**config.mk**
```make
export PLATFORM = sky130hd
export DESIGN_NAME = array_list_engine
export DESIGN_NICKNAME = d
export VERILOG_FILES = /design/src/rtl/core/ale_pkg.sv /design/src/rtl/core/ale_ram.sv /design/src/rtl/core/ale_addr.sv /design/src/rtl/core/ale_seq.sv /design/src/rtl/core/array_list_engine.sv
export VERILOG_INCLUDE_DIRS = /design/src /design/src/rtl/core
export SDC_FILE = /design/constraint.sdc
export NUM_CORES = 1
export LEC_CHECK = 0
export BUFFER_PORTS_ARGS = -buffer_cell sky130_fd_sc_hd__buf_2
export CAP_MARGIN = 20
export CORE_ASPECT_RATIO = 1.75
export CORE_MARGIN = 2
export CORE_UTILIZATION = 50
export CTS_CLUSTER_DIAMETER = 30
export DETAILED_ROUTE_END_ITERATION = 10
export HOLD_SLACK_MARGIN = 0.03
export PLACE_DENSITY_LB_ADDON = 0.15
export SLEW_MARGIN = 10
export SYNTH_ARGS = -nofsm -noshare
export SYNTH_HDL_FRONTEND = slang
export SYNTH_HIERARCHICAL = 1
export SYNTH_SLANG_ARGS = --single-unit
```
**constraint.sdc**
```tcl
create_clock -name clk -period 14.7 [get_ports clk]
set_clock_uncertainty 0.15 [all_clocks]
set_input_delay 2.205 -clock clk [delete_from_list [all_inputs] [get_ports clk]]
set_output_delay 2.205 -clock clk [all_outputs]
set_load 0.02 [all_outputs]
```
**src/rtl/core/array_list_engine_assert.svh**
```systemverilog
// Assertion macros for the top level of the list engine.
// Each macro checks an implication on the rising clock edge and is
// switched off while reset is asserted.
`ifndef ARRAY_LIST_ENGINE_ASSERT_SVH
`define ARRAY_LIST_ENGINE_ASSERT_SVH

// The consequent must hold in the same cycle as the antecedent.
`define ALE_ASSERT_SAME(label, clk, rst_n, ante, cons) \
    label: assert property (@(posedge clk) disable iff (!rst_n) (ante) |-> (cons)) \
        else $error("array_list_engine: same-cycle check failed");

// The consequent must hold in the cycle after the antecedent.
`define ALE_ASSERT_NEXT(label, clk, rst_n, ante, cons) \
    label: assert property (@(posedge clk) disable iff (!rst_n) (ante) |=> (cons)) \
        else $error("array_list_engine: next-cycle check failed");

`endif

```
**src/rtl/core/ale_pkg.sv**
```systemverilog
`default_nettype none

package ale_pkg;

    localparam int DEPTH_DEF = 32;
    localparam int VALUE_W   = 32;
    localparam int FIELD_W   = 6;

    typedef enum logic [2:0] {
        OP_APPEND       = 3'd0,
        OP_PREPEND      = 3'd1,
        OP_REMOVE_LAST  = 3'd2,
        OP_REMOVE_FIRST = 3'd3,
        OP_SWAP         = 3'd4,
        OP_REVERSE      = 3'd5,
        OP_CLEAR        = 3'd6
    } op_t;

    typedef enum logic [1:0] {
        STATUS_OK     = 2'd0,
        STATUS_FULL   = 2'd1,
        STATUS_EMPTY  = 2'd2,
        STATUS_BADPOS = 2'd3
    } status_t;

    typedef enum logic [2:0] {
        S_IDLE,
        S_EXEC,
        S_RD_A,
        S_RD_B,
        S_WR_A,
        S_WR_B,
        S_LIST
    } state_t;

    // Source of the data written into the element store.
    typedef enum logic [1:0] {
        WSEL_VALUE,
        WSEL_RDATA,
        WSEL_TMP
    } wsel_t;

    typedef struct packed {
        logic [2:0]                operation;
        logic signed [VALUE_W-1:0] value;
        logic [FIELD_W-1:0]        first_position;
        logic [FIELD_W-1:0]        second_position;
    } cmd_t;

    typedef struct packed {
        logic [1:0]                status;
        logic signed [VALUE_W-1:0] element;
        logic [FIELD_W-1:0]        element_position;
        logic                      element_valid;
        logic [FIELD_W-1:0]        count;
        logic                      last;
    } result_t;

    // Control from the sequencer to the datapath for the current cycle.
    typedef struct packed {
        logic               wr_en;
        wsel_t              wsel;
        logic               tmp_ld;
        logic               emit;
        logic               elem;
        status_t            status;
        logic [FIELD_W-1:0] pos;
        logic [FIELD_W-1:0] count;
        logic               last;
    } ctrl_t;

endpackage

`default_nettype wire

```
**src/rtl/core/ale_ram.sv**
```systemverilog
`default_nettype none

module ale_ram #(
    parameter int WIDTH = ale_pkg::VALUE_W,
    parameter int DEPTH = ale_pkg::DEPTH_DEF,
    localparam int AW   = (DEPTH > 1) ? $clog2(DEPTH) : 1
) (
    input  wire logic             clk,
    input  wire logic             wr_en,
    input  wire logic [AW-1:0]    waddr,
    input  wire logic [WIDTH-1:0] wdata,
    input  wire logic [AW-1:0]    raddr,
    output logic      [WIDTH-1:0] rdata
);

    logic [WIDTH-1:0] mem_reg [DEPTH];
    logic [WIDTH-1:0] rdata_reg;

    always_ff @(posedge clk)
    begin
        if (wr_en)
        begin
            mem_reg[waddr] <= wdata;
        end
        rdata_reg <= mem_reg[raddr];
    end

    assign rdata = rdata_reg;

endmodule

`default_nettype wire

```
**src/rtl/core/ale_addr.sv**
```systemverilog
`default_nettype none

// Maps a logical list index onto a store address around the ring head.
module ale_addr #(
    parameter int DEPTH = ale_pkg::DEPTH_DEF,
    localparam int AW   = (DEPTH > 1) ? $clog2(DEPTH) : 1
) (
    input  wire logic [AW-1:0] head,
    input  wire logic [AW-1:0] laddr,
    output logic      [AW-1:0] phys
);

    localparam int AW1 = AW + 1;

    logic [AW1-1:0] sum;

    always_comb
    begin
        sum = AW1'(head) + AW1'(laddr);
        if (sum >= AW1'(DEPTH))
        begin
            sum = sum - AW1'(DEPTH);
        end
        phys = sum[AW-1:0];
    end

endmodule

`default_nettype wire

```
**src/rtl/core/ale_seq.sv**
```systemverilog
`default_nettype none

module ale_seq #(
    parameter int DEPTH = ale_pkg::DEPTH_DEF,
    localparam int AW   = (DEPTH > 1) ? $clog2(DEPTH) : 1
) (
    input  wire logic                           clk,
    input  wire logic                           rst_n,
    input  wire logic                           accept,
    input  wire logic [2:0]                     operation,
    input  wire logic [ale_pkg::FIELD_W-1:0]    first_position,
    input  wire logic [ale_pkg::FIELD_W-1:0]    second_position,
    input  wire logic [AW-1:0]                  phys,
    output logic                                busy,
    output logic [AW-1:0]                       laddr,
    output logic [AW-1:0]                       head,
    output ale_pkg::ctrl_t                      ctrl
);

    localparam int CW  = $clog2(DEPTH + 1);
    localparam int AW1 = AW + 1;
    localparam int FW  = ale_pkg::FIELD_W;
    localparam int PW  = (CW > FW) ? CW : FW;

    ale_pkg::state_t state_reg, state_next;
    logic [2:0]      op_reg, op_next;
    logic [FW-1:0]   p1_reg, p1_next;
    logic [FW-1:0]   p2_reg, p2_next;
    logic [CW-1:0]   count_reg, count_next;
    logic [AW-1:0]   head_reg, head_next;
    logic [AW-1:0]   idx_reg, idx_next;
    logic [AW-1:0]   a_reg, a_next;
    logic [AW-1:0]   b_reg, b_next;

    logic              count_full;
    logic              count_empty;
    logic              p1_bad;
    logic              p2_bad;
    logic              err;
    ale_pkg::status_t  err_status;
    logic              idx_last;
    logic              rev_more;
    logic              rev_go;
    logic              is_rev;

    assign count_full  = (count_reg == CW'(DEPTH));
    assign count_empty = (count_reg == '0);
    assign p1_bad      = (p1_reg == '0) || (PW'(p1_reg) > PW'(count_reg));
    assign p2_bad      = (p2_reg == '0) || (PW'(p2_reg) > PW'(count_reg));
    assign idx_last    = ((AW1'(idx_reg) + AW1'(1)) == AW1'(count_reg));
    assign rev_more    = ((AW1'(a_reg) + AW1'(2)) < AW1'(b_reg));
    assign rev_go      = (count_reg >= CW'(2));
    assign is_rev      = (op_reg == ale_pkg::OP_REVERSE);
    assign busy        = (state_reg != ale_pkg::S_IDLE);
    assign head        = head_reg;

    always_comb
    begin
        err        = 1'b0;
        err_status = ale_pkg::STATUS_OK;
        case (op_reg)
            ale_pkg::OP_APPEND, ale_pkg::OP_PREPEND:
            begin
                err        = count_full;
                err_status = ale_pkg::STATUS_FULL;
            end
            ale_pkg::OP_REMOVE_LAST, ale_pkg::OP_REMOVE_FIRST:
            begin
                err        = count_empty;
                err_status = ale_pkg::STATUS_EMPTY;
            end
            ale_pkg::OP_SWAP:
            begin
                err        = p1_bad || p2_bad;
                err_status = ale_pkg::STATUS_BADPOS;
            end
            default:
            begin
                err = 1'b0;
            end
        endcase
    end

    // Next state.
    always_comb
    begin
        state_next = state_reg;
        case (state_reg)
            ale_pkg::S_IDLE:
            begin
                if (accept)
                begin
                    state_next = ale_pkg::S_EXEC;
                end
            end
            ale_pkg::S_EXEC:
            begin
                if (err)
                begin
                    state_next = ale_pkg::S_IDLE;
                end
                else if ((op_reg == ale_pkg::OP_SWAP) || (is_rev && rev_go))
                begin
                    state_next = ale_pkg::S_RD_A;
                end
                else
                begin
                    state_next = ale_pkg::S_LIST;
                end
            end
            ale_pkg::S_RD_A: state_next = ale_pkg::S_RD_B;
            ale_pkg::S_RD_B: state_next = ale_pkg::S_WR_A;
            ale_pkg::S_WR_A: state_next = ale_pkg::S_WR_B;
            ale_pkg::S_WR_B:
            begin
                state_next = (is_rev && rev_more) ? ale_pkg::S_RD_A : ale_pkg::S_LIST;
            end
            ale_pkg::S_LIST:
            begin
                if (count_empty || idx_last)
                begin
                    state_next = ale_pkg::S_IDLE;
                end
            end
            default: state_next = ale_pkg::S_IDLE;
        endcase
    end

    // Control outputs.
    always_comb
    begin
        ctrl        = '0;
        ctrl.wsel   = ale_pkg::WSEL_VALUE;
        ctrl.status = ale_pkg::STATUS_OK;
        ctrl.count  = FW'(count_reg);
        laddr       = idx_reg;
        case (state_reg)
            ale_pkg::S_EXEC:
            begin
                if (err)
                begin
                    ctrl.emit   = 1'b1;
                    ctrl.status = err_status;
                    ctrl.last   = 1'b1;
                end
                else
                begin
                    case (op_reg)
                        ale_pkg::OP_APPEND:
                        begin
                            laddr      = AW'(count_reg);
                            ctrl.wr_en = 1'b1;
                        end
                        ale_pkg::OP_PREPEND:
                        begin
                            laddr      = AW'(DEPTH - 1);
                            ctrl.wr_en = 1'b1;
                        end
                        ale_pkg::OP_REMOVE_FIRST:
                        begin
                            laddr = AW'(1);
                        end
                        default:
                        begin
                            laddr = idx_reg;
                        end
                    endcase
                end
            end
            ale_pkg::S_RD_A:
            begin
                laddr = a_reg;
            end
            ale_pkg::S_RD_B:
            begin
                laddr       = b_reg;
                ctrl.tmp_ld = 1'b1;
            end
            ale_pkg::S_WR_A:
            begin
                laddr      = a_reg;
                ctrl.wr_en = 1'b1;
                ctrl.wsel  = ale_pkg::WSEL_RDATA;
            end
            ale_pkg::S_WR_B:
            begin
                laddr      = b_reg;
                ctrl.wr_en = 1'b1;
                ctrl.wsel  = ale_pkg::WSEL_TMP;
            end
            ale_pkg::S_LIST:
            begin
                ctrl.emit = 1'b1;
                if (count_empty)
                begin
                    ctrl.last = 1'b1;
                end
                else
                begin
                    laddr     = idx_reg;
                    ctrl.elem = 1'b1;
                    ctrl.pos  = FW'(AW1'(idx_reg) + AW1'(1));
                    ctrl.last = idx_last;
                end
            end
            default:
            begin
                laddr = idx_reg;
            end
        endcase
    end

    // Command, list bookkeeping and loop indexes.
    always_comb
    begin
        op_next    = op_reg;
        p1_next    = p1_reg;
        p2_next    = p2_reg;
        count_next = count_reg;
        head_next  = head_reg;
        idx_next   = idx_reg;
        a_next     = a_reg;
        b_next     = b_reg;
        case (state_reg)
            ale_pkg::S_IDLE:
            begin
                if (accept)
                begin
                    op_next  = operation;
                    p1_next  = first_position;
                    p2_next  = second_position;
                    idx_next = '0;
                end
            end
            ale_pkg::S_EXEC:
            begin
                if (!err)
                begin
                    case (op_reg)
                        ale_pkg::OP_APPEND:
                        begin
                            count_next = count_reg + CW'(1);
                        end
                        ale_pkg::OP_PREPEND:
                        begin
                            head_next  = phys;
                            count_next = count_reg + CW'(1);
                        end
                        ale_pkg::OP_REMOVE_LAST:
                        begin
                            count_next = count_reg - CW'(1);
                        end
                        ale_pkg::OP_REMOVE_FIRST:
                        begin
                            head_next  = phys;
                            count_next = count_reg - CW'(1);
                        end
                        ale_pkg::OP_SWAP:
                        begin
                            a_next = AW'(p1_reg - FW'(1));
                            b_next = AW'(p2_reg - FW'(1));
                        end
                        ale_pkg::OP_REVERSE:
                        begin
                            a_next = '0;
                            b_next = AW'(count_reg - CW'(1));
                        end
                        ale_pkg::OP_CLEAR:
                        begin
                            count_next = '0;
                            head_next  = '0;
                        end
                        default:
                        begin
                            count_next = count_reg;
                        end
                    endcase
                end
            end
            ale_pkg::S_WR_B:
            begin
                a_next = a_reg + AW'(1);
                b_next = b_reg - AW'(1);
            end
            ale_pkg::S_LIST:
            begin
                idx_next = idx_reg + AW'(1);
            end
            default:
            begin
                idx_next = idx_reg;
            end
        endcase
    end

    always_ff @(posedge clk or negedge rst_n)
    begin
        if (!rst_n)
        begin
            state_reg <= ale_pkg::S_IDLE;
            count_reg <= '0;
            head_reg  <= '0;
        end
        else
        begin
            state_reg <= state_next;
            count_reg <= count_next;
            head_reg  <= head_next;
        end
    end

    always_ff @(posedge clk)
    begin
        op_reg  <= op_next;
        p1_reg  <= p1_next;
        p2_reg  <= p2_next;
        idx_reg <= idx_next;
        a_reg   <= a_next;
        b_reg   <= b_next;
    end

endmodule

`default_nettype wire

```
**src/rtl/core/array_list_engine.sv**
```systemverilog
`default_nettype none

`include "array_list_engine_assert.svh"

// Ordered list of up to DEPTH signed 32-bit values kept in a ring buffer,
// so append, prepend and both removals only move a head pointer and a
// count, while swap and reverse exchange entries through the store, whose
// read and write share one address. A command is taken at a clock edge
// where start is high and busy is low, and busy stays high until the
// sequencer has issued its last result. One shared modular address adder
// serves every store access, one access per cycle. An item runs an
// execute state, then reads A, reads B, writes A and writes B for each
// swapped pair (one pair for swap, floor(count/2) pairs for reverse),
// then lists the elements in order (a single result when the list ends
// up empty). Results pass through a pending register and an output
// register behind the sequencer, one per cycle, each shown for exactly one
// cycle with result_valid high; the receiver cannot stall them, so it must
// take every result in the cycle it appears. A rejected command gives one
// result with an error status and last set. No clearing pass is needed
// after reset, since only entries below the count are ever used.
module array_list_engine #(
    parameter int DEPTH = ale_pkg::DEPTH_DEF
) (
    input  wire logic             clk,
    input  wire logic             rst_n,
    input  wire logic             start,
    input  wire ale_pkg::cmd_t    cmd,
    output logic                  busy,
    output ale_pkg::result_t      result,
    output logic                  result_valid
);

    localparam int AW = (DEPTH > 1) ? $clog2(DEPTH) : 1;
    localparam int VW = ale_pkg::VALUE_W;

    logic              accept;
    logic [AW-1:0]     laddr;
    logic [AW-1:0]     head;
    logic [AW-1:0]     phys;
    ale_pkg::ctrl_t    ctrl;
    logic [VW-1:0]     wdata;
    logic [VW-1:0]     rdata;

    // Value of the command in progress, and the first entry of a pair
    // being exchanged.
    logic [VW-1:0]     value_reg;
    logic [VW-1:0]     tmp_reg;

    // A result whose store read is in flight, then the result on the ports.
    logic              pend_valid_reg;
    ale_pkg::ctrl_t    pend_reg;
    logic              result_valid_reg;
    ale_pkg::result_t  result_reg;
    ale_pkg::result_t  result_next;

    // A result on the ports that carries an error status.
    logic              result_err;

    assign accept = start && !busy;

    ale_seq #(
        .DEPTH(DEPTH)
    ) u_seq (
        .clk            (clk),
        .rst_n          (rst_n),
        .accept         (accept),
        .operation      (cmd.operation),
        .first_position (cmd.first_position),
        .second_position(cmd.second_position),
        .phys           (phys),
        .busy           (busy),
        .laddr          (laddr),
        .head           (head),
        .ctrl           (ctrl)
    );

    // The one address unit: every read and write goes through it.
    ale_addr #(
        .DEPTH(DEPTH)
    ) u_addr (
        .head (head),
        .laddr(laddr),
        .phys (phys)
    );

    ale_ram #(
        .WIDTH(VW),
        .DEPTH(DEPTH)
    ) u_store (
        .clk  (clk),
        .wr_en(ctrl.wr_en),
        .waddr(phys),
        .wdata(wdata),
        .raddr(phys),
        .rdata(rdata)
    );

    // During an exchange the first entry is written straight from the store
    // read of the second, and the second entry from the saved copy of the first.
    always_comb
    begin
        case (ctrl.wsel)
            ale_pkg::WSEL_RDATA: wdata = rdata;
            ale_pkg::WSEL_TMP:   wdata = tmp_reg;
            default:             wdata = value_reg;
        endcase
    end

    always_ff @(posedge clk)
    begin
        if (accept)
        begin
            value_reg <= cmd.value;
        end
        if (ctrl.tmp_ld)
        begin
            tmp_reg <= rdata;
        end
        pend_reg   <= ctrl;
        result_reg <= result_next;
    end

    // The store data for a listed element arrives in the cycle after the
    // sequencer issues it, which is when the pending result is completed.
    always_comb
    begin
        result_next.status           = pend_reg.status;
        result_next.element          = pend_reg.elem ? rdata : '0;
        result_next.element_position = pend_reg.elem ? pend_reg.pos : '0;
        result_next.element_valid    = pend_reg.elem;
        result_next.count            = pend_reg.count;
        result_next.last             = pend_reg.last;
    end

    always_ff @(posedge clk or negedge rst_n)
    begin
        if (!rst_n)
        begin
            pend_valid_reg   <= 1'b0;
            result_valid_reg <= 1'b0;
        end
        else
        begin
            pend_valid_reg   <= ctrl.emit;
            result_valid_reg <= pend_valid_reg;
        end
    end

    assign result       = result_reg;
    assign result_valid = result_valid_reg;
    assign result_err   = result_valid && (result.status != ale_pkg::STATUS_OK);

    // A command once taken keeps the block busy for at least its execute cycle.
    `ALE_ASSERT_NEXT(a_busy_after_accept, clk, rst_n, accept, busy)
    // A result without an element is always the only and final one.
    `ALE_ASSERT_SAME(a_empty_is_last, clk, rst_n, result_valid && !result.element_valid, result.last)
    // A rejected command never carries an element.
    `ALE_ASSERT_SAME(a_error_no_element, clk, rst_n, result_err, !result.element_valid && result.last)

endmodule

`default_nettype wire
```
==> out/qor.yml <==
crit_required_ps: 15190
cts.sinks: 1230
crit_path_frequent_cell: "buf_4"
drc: 0
wirelength_mm: 131
dr_wl_met2_mm: 66.9
worstMarginPinSlew_ps: 1070
core_area_mm2: 0.0955
crit_slowest_cell: "buf_4"
cp.arrival_ps: 7030
critPathTopFamily: "buffers and inverters"
largest_reg_flops: 1024
insertion_delay_ps: 770
routed.top_layer: "met5"
firstDrtPassIters: 6
vias: 27100
grt_overflow: 0
rows: 150
routed-wl-met3_mm: 7.95
cts_max_level: 4
slowest_delay_ps: 870
fin_crit_sh_pct: 44.5
cp_num_buf_inv: 4
ys_ff_latch: 1230
max_cap_violations: 0
numCtsBuffers: 148
nets: 3169
syn_area_mm2: 0.0481
grt_antenna_before_repair: 7
fill_cells: 7140
hold_class: "flip-flop to flip-flop"
grt_pass1_wl_mm: 187
die_y_um: 414
final_layout_size_suffix_gt1_share_pct: 16.6
vias_per_cell: 6.10
synth_cells: 2918
ys_top_cells_by_area: "edfxtp_1, mux2i_1, dfxtp_1"
synth_cell_types: 60
clock-root-buffer: "clkbuf_16"
hold_buffers: 0
wl_per_cell_um: 29.4
clock_path_buffers: 3
ant_nets: 0
initial_core_util_pct: 50.4
grt_pass1_vias: 27200
dieArea_mm2: 0.0988
crit_path_start_kind: "flip-flop"
yosysTopAreaCell: "edfxtp_1"
place_hpwl_mm: 69.8
finalMaxSlewViolations: 0
ys.warnings.count: 6
gr-usage-all-layers_pct: 26.5
period_minus_slack_ps: 6540
drt_iter0_drc: 2488
grt_start_max_net_pins: 129
worstPathMaxFanout: 56
syn-num-nets: 3000
cts_tree: "yes"
clkTransAtPathRegs_ps: 50
syn_avg_cell_area_um2: 16.5
wl_met1_mm: 49.7
setup_viol: 0
yosys-top-cells-count: "edfxtp_1, mux2i_1, nand2_1"
clock.fmax_mhz: 153
synth-main-ff-cell: "edfxtp_1"
ys_async_sr_fraction_pct: 1.30
synth_top_area_share_pct: 69.8
rsz0062_at_grt: "no"
status: "complete, no violations"
path_cells: "clkinv_1, ha_1, nand2_2, nor3_4, o311ai_0, o221ai_1, ha_4, buf_4, buf_4, buf_4, mux2i_1, a22o_1, nor3_1, a31oi_1, nand3_1"
worstSetupPathType: "flip-flop to flip-flop"
ioPinCount: 100
finalHoldViolCount: 0
synth_edf_count: 1118
die_x_um: 238
endpoint_kind: "flip-flop"
ys_seq_area_share_pct: 74.6
cts_resized: 0
portBuffers: 99
gp_congestion: 0.939
setup_tns_ps: 0
post_cts_buffers: 0
max_slew_margin_pct: 28.5
synth_most_common_cell: "edfxtp_1"
syn_to_final_growth_pct: 15.7
-- metrics by stage --
stage	std cells	instance area [µm²]	hold WS [ps]	util, %	setup slack (ps)
finish	4434	55600	173	58.2	8160
global route	4431	55600	183	58.2	7720
CTS	4411	55300	173	57.9	8140
detailed placement	4134	50100	162	52.5	8120
global placement	4131	50100	161	52.4	8250
floorplan	2918	48100	160	-	9000
-- cell usage in the layout (no fill, tap or decap), types with 20 or more instances in the layout --
cell type and count:
edfxtp_1 1118, mux2i_1 517, nand2_1 155, clkbuf_16 154
a22oi_1 130, a21oi_1 116, nand3_1 113, buf_2 99
dfxtp_1 96, a22o_1 65, buf_4 56, and2_1 43
a31oi_1 37, nor3_1 37, nor2_4 33, inv_1 30
inv_6 30, nor2_1 30, ha_1 29, xnor2_1 24
o21ai_2 22, clkinv_2 20, buf_8 20
-- cell families (layout without fill, tap and decap cells) --
group	count (synthesis)	count (layout)	share of synthesized area, %
xor+xnor	32	32	0.583
compound gates	455	455	6.37
simple gates	458	458	4.56
other cells	0	4	0
fa+ha+maj	32	32	0.848
mux	518	518	10.8
flops	1230	1230	74.6
buf+inv	193	489	2.25
-- area by class of cell --
cell class / instances / area (µm²) / share of cell area (%)
clock buffers: 172 / 3990 / 7.17
flip-flops and latches: 1230 / 35900 / 64.5
well taps: 1216 / 1520 / 2.73
multi-input cells: 1495 / 11600 / 20.8
clock inverters: 105 / 1170 / 2.10
inverters: 31 / 116 / 0.209
repair buffers: 181 / 1340 / 2.40
diodes: 4 / 10.0 / 0.0180
-- worst reg2reg max path: cells and delay by family, from the launching register on --
family,cells,cell delay (ps)
DFF,1,520
buffers and inverters,4,2980
and+or+nand+nor,4,390
adders and majority gates,2,1040
muxes,1,330
AOI/OAI and AO/OA,4,1010
-- per-layer routing --
layer / vias to the layer above / GRT usage, %
li1: 11700 / -
met4: 4 / 12.4
met2: 1063 / 45.4
met3: 302 / 4.49
met1: 14000 / 32.5
met5: - / 0
-- worst paths after layout --
kind | from | cells past startpoint | slack (ps) | end
max in group asynchronous | rst_n | 1 | 12820 | u_seq/count_reg[0]$_DFFE_PN0P_
worst max-delay path | u_seq/count_reg[0]$_DFFE_PN0P_ | 15 | 8160 | u_store/rdata[1]$_DFF_P_
worst min register to register | pend_reg[3]$_DFF_P_ | 0 | 170 | result[3]$_DFF_P_
min in group asynchronous | rst_n | 1 | 1240 | u_seq/count_reg[4]$_DFFE_PN0P_
worst min-delay path | pend_reg[3]$_DFF_P_ | 0 | 170 | result[3]$_DFF_P_
worst max register to register | u_seq/count_reg[0]$_DFFE_PN0P_ | 15 | 8160 | u_store/rdata[1]$_DFF_P_
Power is left out: the tool's default activity adds up to more than one toggle a clock period on the data nets, which glitch-free logic cannot reach.
